<file path="config.mk">
export PLATFORM = sky130hd
export DESIGN_NAME = one_wire_bus_master
export DESIGN_NICKNAME = d
export VERILOG_FILES = /design/src/ow_pkg.sv /design/src/ow_core.sv /design/src/one_wire_bus_master.sv
export SDC_FILE = /design/constraint.sdc
export NUM_CORES = 1
export LEC_CHECK = 0
export BUFFER_PORTS_ARGS = -buffer_cell sky130_fd_sc_hd__buf_4
export CORE_MARGIN = 1
export CORE_UTILIZATION = 55
export DETAILED_ROUTE_END_ITERATION = 8
export GPL_TIMING_DRIVEN = 0
export PLACE_DENSITY_LB_ADDON = 0.25
export SETUP_SLACK_MARGIN = 0.15
export SYNTH_ARGS = -nofsm -noshare
export SYNTH_HDL_FRONTEND = slang
export SYNTH_SLANG_ARGS = --single-unit
</file>
<file path="constraint.sdc">
create_clock -name clk -period 5.5 [get_ports clk]
set_clock_uncertainty 0.2 [all_clocks]
set_input_delay 0.55 -clock clk [delete_from_list [all_inputs] [get_ports clk]]
set_output_delay 0.55 -clock clk [all_outputs]
set_load 0.01 [all_outputs]
</file>
<file path="src/ow_pkg.sv">
package ow_pkg;

  localparam int CFG_IDX_W  = 3;
  localparam int CFG_DATA_W = 10;

  localparam logic [CFG_IDX_W-1:0] REG_RESET_LOW     = 3'd0;
  localparam logic [CFG_IDX_W-1:0] REG_PRESENCE_WAIT = 3'd1;
  localparam logic [CFG_IDX_W-1:0] REG_RESET_TAIL    = 3'd2;
  localparam logic [CFG_IDX_W-1:0] REG_ONE_LOW       = 3'd3;
  localparam logic [CFG_IDX_W-1:0] REG_ONE_RELEASE   = 3'd4;
  localparam logic [CFG_IDX_W-1:0] REG_ZERO_LOW      = 3'd5;
  localparam logic [CFG_IDX_W-1:0] REG_READ_LOW      = 3'd6;
  localparam logic [CFG_IDX_W-1:0] REG_READ_TAIL     = 3'd7;

  typedef enum logic [1:0] {
    FN_TICK  = 2'd0,
    FN_RESET = 2'd1,
    FN_WRITE = 2'd2,
    FN_READ  = 2'd3
  } func_t;

  typedef enum logic [1:0] {
    PH_IDLE    = 2'd0,
    PH_LOW     = 2'd1,
    PH_SAMPLE  = 2'd2,
    PH_RELEASE = 2'd3
  } phase_t;

  typedef struct packed {
    logic [9:0] reset_low_ticks;
    logic [9:0] presence_wait_ticks;
    logic [9:0] reset_tail_ticks;
    logic [7:0] one_low_ticks;
    logic [7:0] one_release_ticks;
    logic [7:0] zero_low_ticks;
    logic [7:0] read_low_ticks;
    logic [7:0] read_tail_ticks;
  } ow_cfg_t;

  typedef struct packed {
    logic       drive_low;
    logic       busy_res;
    logic       done_res;
    logic       presence_seen;
    logic [7:0] read_value;
  } ow_res_t;

endpackage

</file>
<file path="src/ow_core.sv">
module ow_core #(
  parameter int BITS_PER_BYTE = 8,
  parameter int TIMER_WIDTH   = 10
) (
  input  logic             clk,
  input  logic             rst_n,
  input  logic             step,
  input  logic [1:0]       func,
  input  logic [7:0]       data_byte,
  input  logic             line_level,
  input  ow_pkg::ow_cfg_t  cfg,
  output ow_pkg::ow_res_t  res
);
  import ow_pkg::*;

  localparam int TW = TIMER_WIDTH;
  localparam int PW = $clog2(BITS_PER_BYTE + 1);

  phase_t        phase_r, phase_nxt;
  logic [TW-1:0] timer_r, timer_nxt;
  logic [PW-1:0] pos_r, pos_nxt;
  logic [7:0]    shift_r, shift_nxt;
  func_t         cmd_r, cmd_nxt;
  logic          presence_r, presence_nxt;
  logic [7:0]    received_r, received_nxt;

  logic [PW-1:0] pos_inc;
  logic          bit_cur;
  logic          bit_inc;
  logic          do_rel;
  logic          do_end;
  logic [TW-1:0] rel_len;
  logic [6:0]    pos_wide;

  function automatic logic [TW-1:0] min_one(logic [TW-1:0] v);
    return (v == '0) ? TW'(1) : v;
  endfunction

  // Bits past the eighth of a byte read as zero.
  function automatic logic bit_of(logic [7:0] sh, logic [PW-1:0] p);
    logic [6:0] pw;
    pw = 7'(p);
    return (pw < 7'd8) ? sh[pw[2:0]] : 1'b0;
  endfunction

  function automatic logic [TW-1:0] low_len(func_t c, logic b, ow_cfg_t k);
    logic [TW-1:0] len;
    case (c)
      FN_RESET: len = TW'(k.reset_low_ticks);
      FN_WRITE: len = b ? TW'(k.one_low_ticks) : TW'(k.zero_low_ticks);
      default:  len = TW'(k.read_low_ticks);
    endcase
    return min_one(len);
  endfunction

  always_comb begin
    phase_nxt    = phase_r;
    timer_nxt    = timer_r;
    pos_nxt      = pos_r;
    shift_nxt    = shift_r;
    cmd_nxt      = cmd_r;
    presence_nxt = presence_r;
    received_nxt = received_r;
    do_rel       = 1'b0;
    do_end       = 1'b0;
    rel_len      = '0;
    pos_inc      = pos_r + PW'(1);
    bit_cur      = bit_of(shift_r, pos_r);
    bit_inc      = bit_of(shift_r, pos_inc);
    pos_wide     = 7'(pos_r);

    if (func_t'(func) == FN_TICK) begin
      if (phase_r != PH_IDLE) begin
        if (timer_r > TW'(1)) begin
          timer_nxt = timer_r - TW'(1);
        end else begin
          unique case (phase_r)
            PH_IDLE: begin
            end
            PH_LOW: begin
              if (cmd_r == FN_WRITE) begin
                // A zero bit gets one release tick of recovery.
                rel_len = bit_cur ? TW'(cfg.one_release_ticks) : TW'(1);
                do_rel  = 1'b1;
              end else begin
                phase_nxt = PH_SAMPLE;
                timer_nxt = (cmd_r == FN_RESET) ? min_one(TW'(cfg.presence_wait_ticks))
                                                : TW'(1);
              end
            end
            PH_SAMPLE: begin
              if (cmd_r == FN_RESET) begin
                presence_nxt = !line_level;
                rel_len      = TW'(cfg.reset_tail_ticks);
              end else begin
                if (pos_wide < 7'd8 && line_level) begin
                  shift_nxt[pos_wide[2:0]] = 1'b1;
                end
                rel_len = TW'(cfg.read_tail_ticks);
              end
              do_rel = 1'b1;
            end
            PH_RELEASE: begin
              do_end = 1'b1;
            end
          endcase
        end
      end

      if (do_rel) begin
        if (rel_len == '0) begin
          do_end = 1'b1;
        end else begin
          phase_nxt = PH_RELEASE;
          timer_nxt = rel_len;
        end
      end

      if (do_end) begin
        if (cmd_r != FN_RESET && 32'(pos_inc) < BITS_PER_BYTE) begin
          pos_nxt   = pos_inc;
          phase_nxt = PH_LOW;
          timer_nxt = low_len(cmd_r, bit_inc, cfg);
          do_end    = 1'b0;
        end else begin
          if (cmd_r != FN_RESET) begin
            pos_nxt = pos_inc;
          end
          if (cmd_r == FN_READ) begin
            received_nxt = shift_nxt;
          end
          phase_nxt = PH_IDLE;
          timer_nxt = '0;
        end
      end
    end else if (phase_r == PH_IDLE) begin
      cmd_nxt   = func_t'(func);
      pos_nxt   = '0;
      shift_nxt = (func_t'(func) == FN_WRITE) ? data_byte : 8'h00;
      phase_nxt = PH_LOW;
      timer_nxt = low_len(func_t'(func), data_byte[0], cfg);
    end

    res.drive_low     = (phase_nxt == PH_LOW);
    res.busy_res      = (phase_nxt != PH_IDLE);
    res.done_res      = do_end;
    res.presence_seen = presence_nxt;
    res.read_value    = received_nxt;
  end

  always_ff @(posedge clk) begin
    if (!rst_n) begin
      phase_r    <= PH_IDLE;
      timer_r    <= '0;
      pos_r      <= '0;
      shift_r    <= '0;
      cmd_r      <= FN_TICK;
      presence_r <= 1'b0;
      received_r <= '0;
    end else if (step) begin
      phase_r    <= phase_nxt;
      timer_r    <= timer_nxt;
      pos_r      <= pos_nxt;
      shift_r    <= shift_nxt;
      cmd_r      <= cmd_nxt;
      presence_r <= presence_nxt;
      received_r <= received_nxt;
    end
  end

endmodule

</file>
<file path="src/one_wire_bus_master.sv">
// 1-Wire bus master, paced by requests on the input channel.
// Each input request is either a tick (one microsecond of bus time, with the
// line level sampled during it) or a command: reset with presence detect,
// write a byte, or read a byte, least significant bit first. A command that
// arrives while another is in progress is ignored.
// Every input request produces exactly one result request. The result tells
// whether to pull the bus low during the next tick, whether a command is in
// progress, whether it finished on this request, the last presence sample
// and the last byte read.
// The result is registered: it sits in the output register in the cycle
// after the input is accepted. Throughput is one request per cycle while the
// receiver keeps up, set by the sequencer update feeding the output register.
// If the receiver stalls, the output register holds its result and in_ready
// drops only while that result is still waiting; it rises again in the
// cycle the result is taken, so back-to-back flow continues.
// Slot widths are set through the configuration port, which is always ready
// and should be written only while the block is idle. Synchronous reset
// restores the default slot widths, clears the sequencer to idle and
// empties the output register.
module one_wire_bus_master #(
  parameter int BITS_PER_BYTE = 8,
  parameter int TIMER_WIDTH   = 10
) (
  input  logic                          clk,
  input  logic                          rst_n,

  input  logic                          in_valid,
  output logic                          in_ready,
  input  logic [1:0]                    in_func,
  input  logic [7:0]                    in_data_byte,
  input  logic                          in_line_level,

  output logic                          out_valid,
  input  logic                          out_ready,
  output logic                          out_drive_low,
  output logic                          out_busy_res,
  output logic                          out_done_res,
  output logic                          out_presence_seen,
  output logic [7:0]                    out_read_value,

  input  logic                          cfg_valid,
  output logic                          cfg_ready,
  input  logic [ow_pkg::CFG_IDX_W-1:0]  cfg_index,
  input  logic [ow_pkg::CFG_DATA_W-1:0] cfg_data
);
  import ow_pkg::*;

  ow_cfg_t cfg_r;
  ow_res_t res;
  ow_res_t res_r;
  logic    out_valid_r, out_valid_nxt;
  logic    in_accept;

  // The output register frees up when it is empty or being drained.
  assign in_ready  = !out_valid_r || out_ready;
  assign in_accept = in_valid && in_ready;
  assign cfg_ready = 1'b1;

  // Register file for the slot widths.
  always_ff @(posedge clk) begin
    if (!rst_n) begin
      cfg_r.reset_low_ticks     <= 10'd480;
      cfg_r.presence_wait_ticks <= 10'd80;
      cfg_r.reset_tail_ticks    <= 10'd400;
      cfg_r.one_low_ticks       <= 8'd1;
      cfg_r.one_release_ticks   <= 8'd50;
      cfg_r.zero_low_ticks      <= 8'd50;
      cfg_r.read_low_ticks      <= 8'd2;
      cfg_r.read_tail_ticks     <= 8'd50;
    end else if (cfg_valid && cfg_ready) begin
      unique case (cfg_index)
        REG_RESET_LOW:     cfg_r.reset_low_ticks     <= cfg_data;
        REG_PRESENCE_WAIT: cfg_r.presence_wait_ticks <= cfg_data;
        REG_RESET_TAIL:    cfg_r.reset_tail_ticks    <= cfg_data;
        REG_ONE_LOW:       cfg_r.one_low_ticks       <= cfg_data[7:0];
        REG_ONE_RELEASE:   cfg_r.one_release_ticks   <= cfg_data[7:0];
        REG_ZERO_LOW:      cfg_r.zero_low_ticks      <= cfg_data[7:0];
        REG_READ_LOW:      cfg_r.read_low_ticks      <= cfg_data[7:0];
        REG_READ_TAIL:     cfg_r.read_tail_ticks     <= cfg_data[7:0];
        default: begin
        end
      endcase
    end
  end

  // The sequencer advances its state only on an accepted request, and its
  // combinational result lands in the output register on the same edge.
  ow_core #(
    .BITS_PER_BYTE (BITS_PER_BYTE),
    .TIMER_WIDTH   (TIMER_WIDTH)
  ) u_core (
    .clk        (clk),
    .rst_n      (rst_n),
    .step       (in_accept),
    .func       (in_func),
    .data_byte  (in_data_byte),
    .line_level (in_line_level),
    .cfg        (cfg_r),
    .res        (res)
  );

  always_comb begin
    if (in_accept) begin
      out_valid_nxt = 1'b1;
    end else if (out_ready) begin
      out_valid_nxt = 1'b0;
    end else begin
      out_valid_nxt = out_valid_r;
    end
  end

  always_ff @(posedge clk) begin
    if (!rst_n) begin
      out_valid_r <= 1'b0;
    end else begin
      out_valid_r <= out_valid_nxt;
    end
  end

  // Result payload needs no reset; it is qualified by out_valid.
  always_ff @(posedge clk) begin
    if (in_accept) begin
      res_r <= res;
    end
  end

  assign out_valid         = out_valid_r;
  assign out_drive_low     = res_r.drive_low;
  assign out_busy_res      = res_r.busy_res;
  assign out_done_res      = res_r.done_res;
  assign out_presence_seen = res_r.presence_seen;
  assign out_read_value    = res_r.read_value;

endmodule
</file>
==> impl_metrics.toml <==
[clock_network]
postCtsSetupRepairBufs = 0
cts_made_buffers = 17
tritoncts = "built"
cts_num_sinks = 118
post_cts_resized = 0
cts_root_buffer = "clkbuf_16"
cts.reportedPaths.clkPinSlew_ns = 0.05
htreeDepth = 4
hold_buffers = 0
insertion_delay_ns = 0.43
clockBufferDepth = 2

[critical_path]
cp.arrival_ns = 3.77
path_depth = 10
cp.buffers_inverters = 3
crit_path_max_fanout = 10
required_ns = 5.47
crit_family = "compound AO/OA/AOI/OAI gates"
critPathCaptureType = "register"
crit_path_start_kind = "register"
cpPeakStageDelay_ns = 0.70
crit_type = "register to register"
reg2reg_depth = 10
cpMaxStageDelayCell = "o31ai_1"
cp_cell_sequence = "inv_1 -> ha_1 -> clkbuf_1 -> a21oi_1 -> o31ai_1 -> a31oi_2 -> nand3b_4 -> or2_0 -> buf_6 -> mux2_4"

[floorplanning]
coreArea_mm2 = 0.01196
die_h_um = 112.7
ioPinCount = 44
dieWidth_um = 112.7
rows = 40
dieArea_mm2 = 0.01270
start_util = 0.5636

[layout]
diodes = 0
final_util = 0.6494
multiInputGateArea_mm2 = 0.003904
nets = 931
stdcell_count = 1049
regArea_mm2 = 0.002482
nFillCells = 1028
syn2layout_area_growth_pct = 15.22
drive_gt1_frac = 0.1286
stdcell_area_mm2 = 0.007767

[synthesis]
ys_seq_area_frac = 0.3682
synth_top_cell_area_share = 0.3148
ys.flop_type = "dfxtp_1"
synthTopCellsByArea = "dfxtp_1, nand2_1, a21boi_0"
synth_edf_count = 12
syn-cell-area_mm2 = 0.006741
async_flop_share = 0
synth_cells = 840
synth_cell_type_count = 76
syn_area_per_cell_um2 = 8.026
yosysWarnings = 0
syn_nets = 882
synth_area_leader_cell = "dfxtp_1"
ys_ff_latch = 118

[grt]
grt_pass1_wl_um = 33100
grt_usage = 0.3423
antenna_found_initial = 0
grt_max_degree = 21
grt_remaining_overflow = 0
grt_pass1_vias = 6387

[route]
drc = 0
drt_iter0_markers = 735
post_drt_wl_per_cell_um = 20.09
wl_um = 21080
via_per_inst = 6.377
drtPass1Iterations = 6
vias = 6689
ant_nets = 0

[sta]
finalSetupTns_ns = 0
period_minus_slack_ns = 3.800
fin_crit_sh = 0.6910
setup_violations = 0
relSlewSlack = 0.2543
rsz0062_at_grt = "no"
slew_viol_final = 0
worstMarginPinSlew_ns = 1.119
fmax_mhz = 263.1
hold_viol = 0

[place]
dp_cells = 1017
place_hpwl_um = 15450
place_area_mm2 = 0.007151
port_buffers = 30
gp_congestion = 0.9175

[pwr]
leakage_nw = 2.881
power_w = 0.002438
vdd_drop_max_mv = 0.2855
cellPowerDensity_mw_per_mm2 = 313.9

[hold_path]
min_path_cells = 3
hp-class = "input port to register"

[status]
status = "finished, final reports clean"

[flow_run]
maxCapViolCount = 0
==> power breakdown <==
group          switching (W)  internal [W]
Clock               0.000389      0.000755
Combinational       0.000220      0.000136
Sequential         0.0000361      0.000902
==> state kept, by name (all words and copies together), names as in the netlist <==
signal and flops:
u_core.cmd_r 2, cfg_r 70, u_core.received_r 8, u_core.timer_r 10
u_core.shift_r 8, out_valid 1, out_busy_res 1, out_done_res 1
out_read_value 8, out_drive_low 1, out_presence_seen 1, u_core.phase_r 2
u_core.pos_r 4, u_core.presence_r 1
==> layout make-up <==
cell class,count,share of cell area
plain buffers,64,0.03753
clock buffers,26,0.06846
clock inverters,6,0.01095
inverters,17,0.008215
multi-input cells,641,0.5026
flip-flops and latches,118,0.3196
well taps,147,0.02368
repair buffers,30,0.02899
==> cells by family (layout without fill, tap and decap cells) <==
| group | after synthesis | after routing | synth area share |
|---|---|---|---|
| adder cells (fa/ha/maj) | 13 | 13 | 0.02413 |
| XOR/XNOR | 1 | 1 | 0.001299 |
| buffers and inverters | 81 | 143 | 0.05271 |
| flip-flops | 118 | 118 | 0.3682 |
| multiplexers | 28 | 28 | 0.04826 |
| AO/OA/AOI/OAI | 241 | 241 | 0.2548 |
| AND/OR/NAND/NOR | 357 | 357 | 0.2500 |
| other | 1 | 1 | 0.0005563 |
==> cells in the mapped netlist (3+ instances only) <==
master     count
a221o_1        4
nand2_1      202
a2bb2oi_1      7
a31oi_1       15
o22ai_1        5
inv_1         16
nand2b_1      12
and3_1         3
or3_1          6
o21bai_1       3
o32ai_1       10
dfxtp_1      106
nor4_1         5
mux2_2        18
a22oi_1        5
a22o_1         4
and2_1         6
ha_1          13
nand3_1       32
edfxtp_1      12
nor2b_1        8
and3b_1        3
a21boi_0      52
mux2i_1        7
o21ai_0       48
buf_2          3
o221ai_1       8
or4_1          5
buf_4          8
buf_1          3
a221oi_1       3
nor2_1        32
o221a_2        6
a21oi_1       30
nand4_1       10
nor3_1        12
clkbuf_1      46
o211a_1        7
nor3b_1        6
o21a_1         5
o211ai_1       9
==> worst register-to-register path, cell delays in order, from the launching register on <==
cell	delay (ns)
dfxtp_1	0.34
inv_1	0.08
ha_1	0.35
clkbuf_1	0.52
a21oi_1	0.16
o31ai_1	0.70
a31oi_2	0.26
nand3b_4	0.25
or2_0	0.25
buf_6	0.15
mux2_4	0.30
==> metal layers <==
layer | track usage | part of all wire | vias up
li1 | - | - | 3126
met1 | 0.4324 | 0.41 | 3128
met2 | 0.5514 | 0.45 | 355
met3 | 0.06588 | 0.081 | 80
met4 | 0.1920 | 0.054 | 0
met5 | 0 | 0 | -
==> cells in the final DEF, fill, tap and decap left out, types with 7 or more instances in the layout <==
| master | n |
|---|---|
| a21oi_1 | 30 |
| mux2_2 | 18 |
| clkbuf_1 | 50 |
| o32ai_1 | 10 |
| clkbuf_16 | 19 |
| nand2b_1 | 12 |
| o21ai_0 | 48 |
| mux2i_1 | 7 |
| o221ai_1 | 8 |
| nand3_1 | 32 |
| o211ai_1 | 9 |
| nand4_1 | 10 |
| nor3_1 | 12 |
| edfxtp_1 | 12 |
| a2bb2oi_1 | 7 |
| nor2_1 | 32 |
| a21boi_0 | 52 |
| buf_4 | 38 |
| o211a_1 | 7 |
| ha_1 | 13 |
| nor2b_1 | 8 |
| inv_1 | 16 |
| nand2_1 | 202 |
| a31oi_1 | 15 |
| dfxtp_1 | 106 |
==> path summary, 6_finish.rpt <==
| kind | startpoint | end | slack [ns] |
|---|---|---|---|
| min reg2reg | u_core.received_r[7] | u_core.received_r[7] | 0.26 |
| max reg2reg | u_core.cmd_r[1] | out_read_value[0] | 1.70 |
| max | u_core.cmd_r[1] | out_read_value[0] | 1.70 |
| min | cfg_data[8] | cfg_r[68] | 0.19 |
==> metrics by stage <==
stage                     hold WS (ns)  setup slack [ns]
after floorplan                 0.2356             2.479
after global placement          0.2457             1.887
after detailed placement        0.2591             1.812
after CTS                       0.1736             1.814
after global routing            0.1814             1.620
final                           0.1854             1.700
No activity file was read; power rests on OpenSTA's default activity.
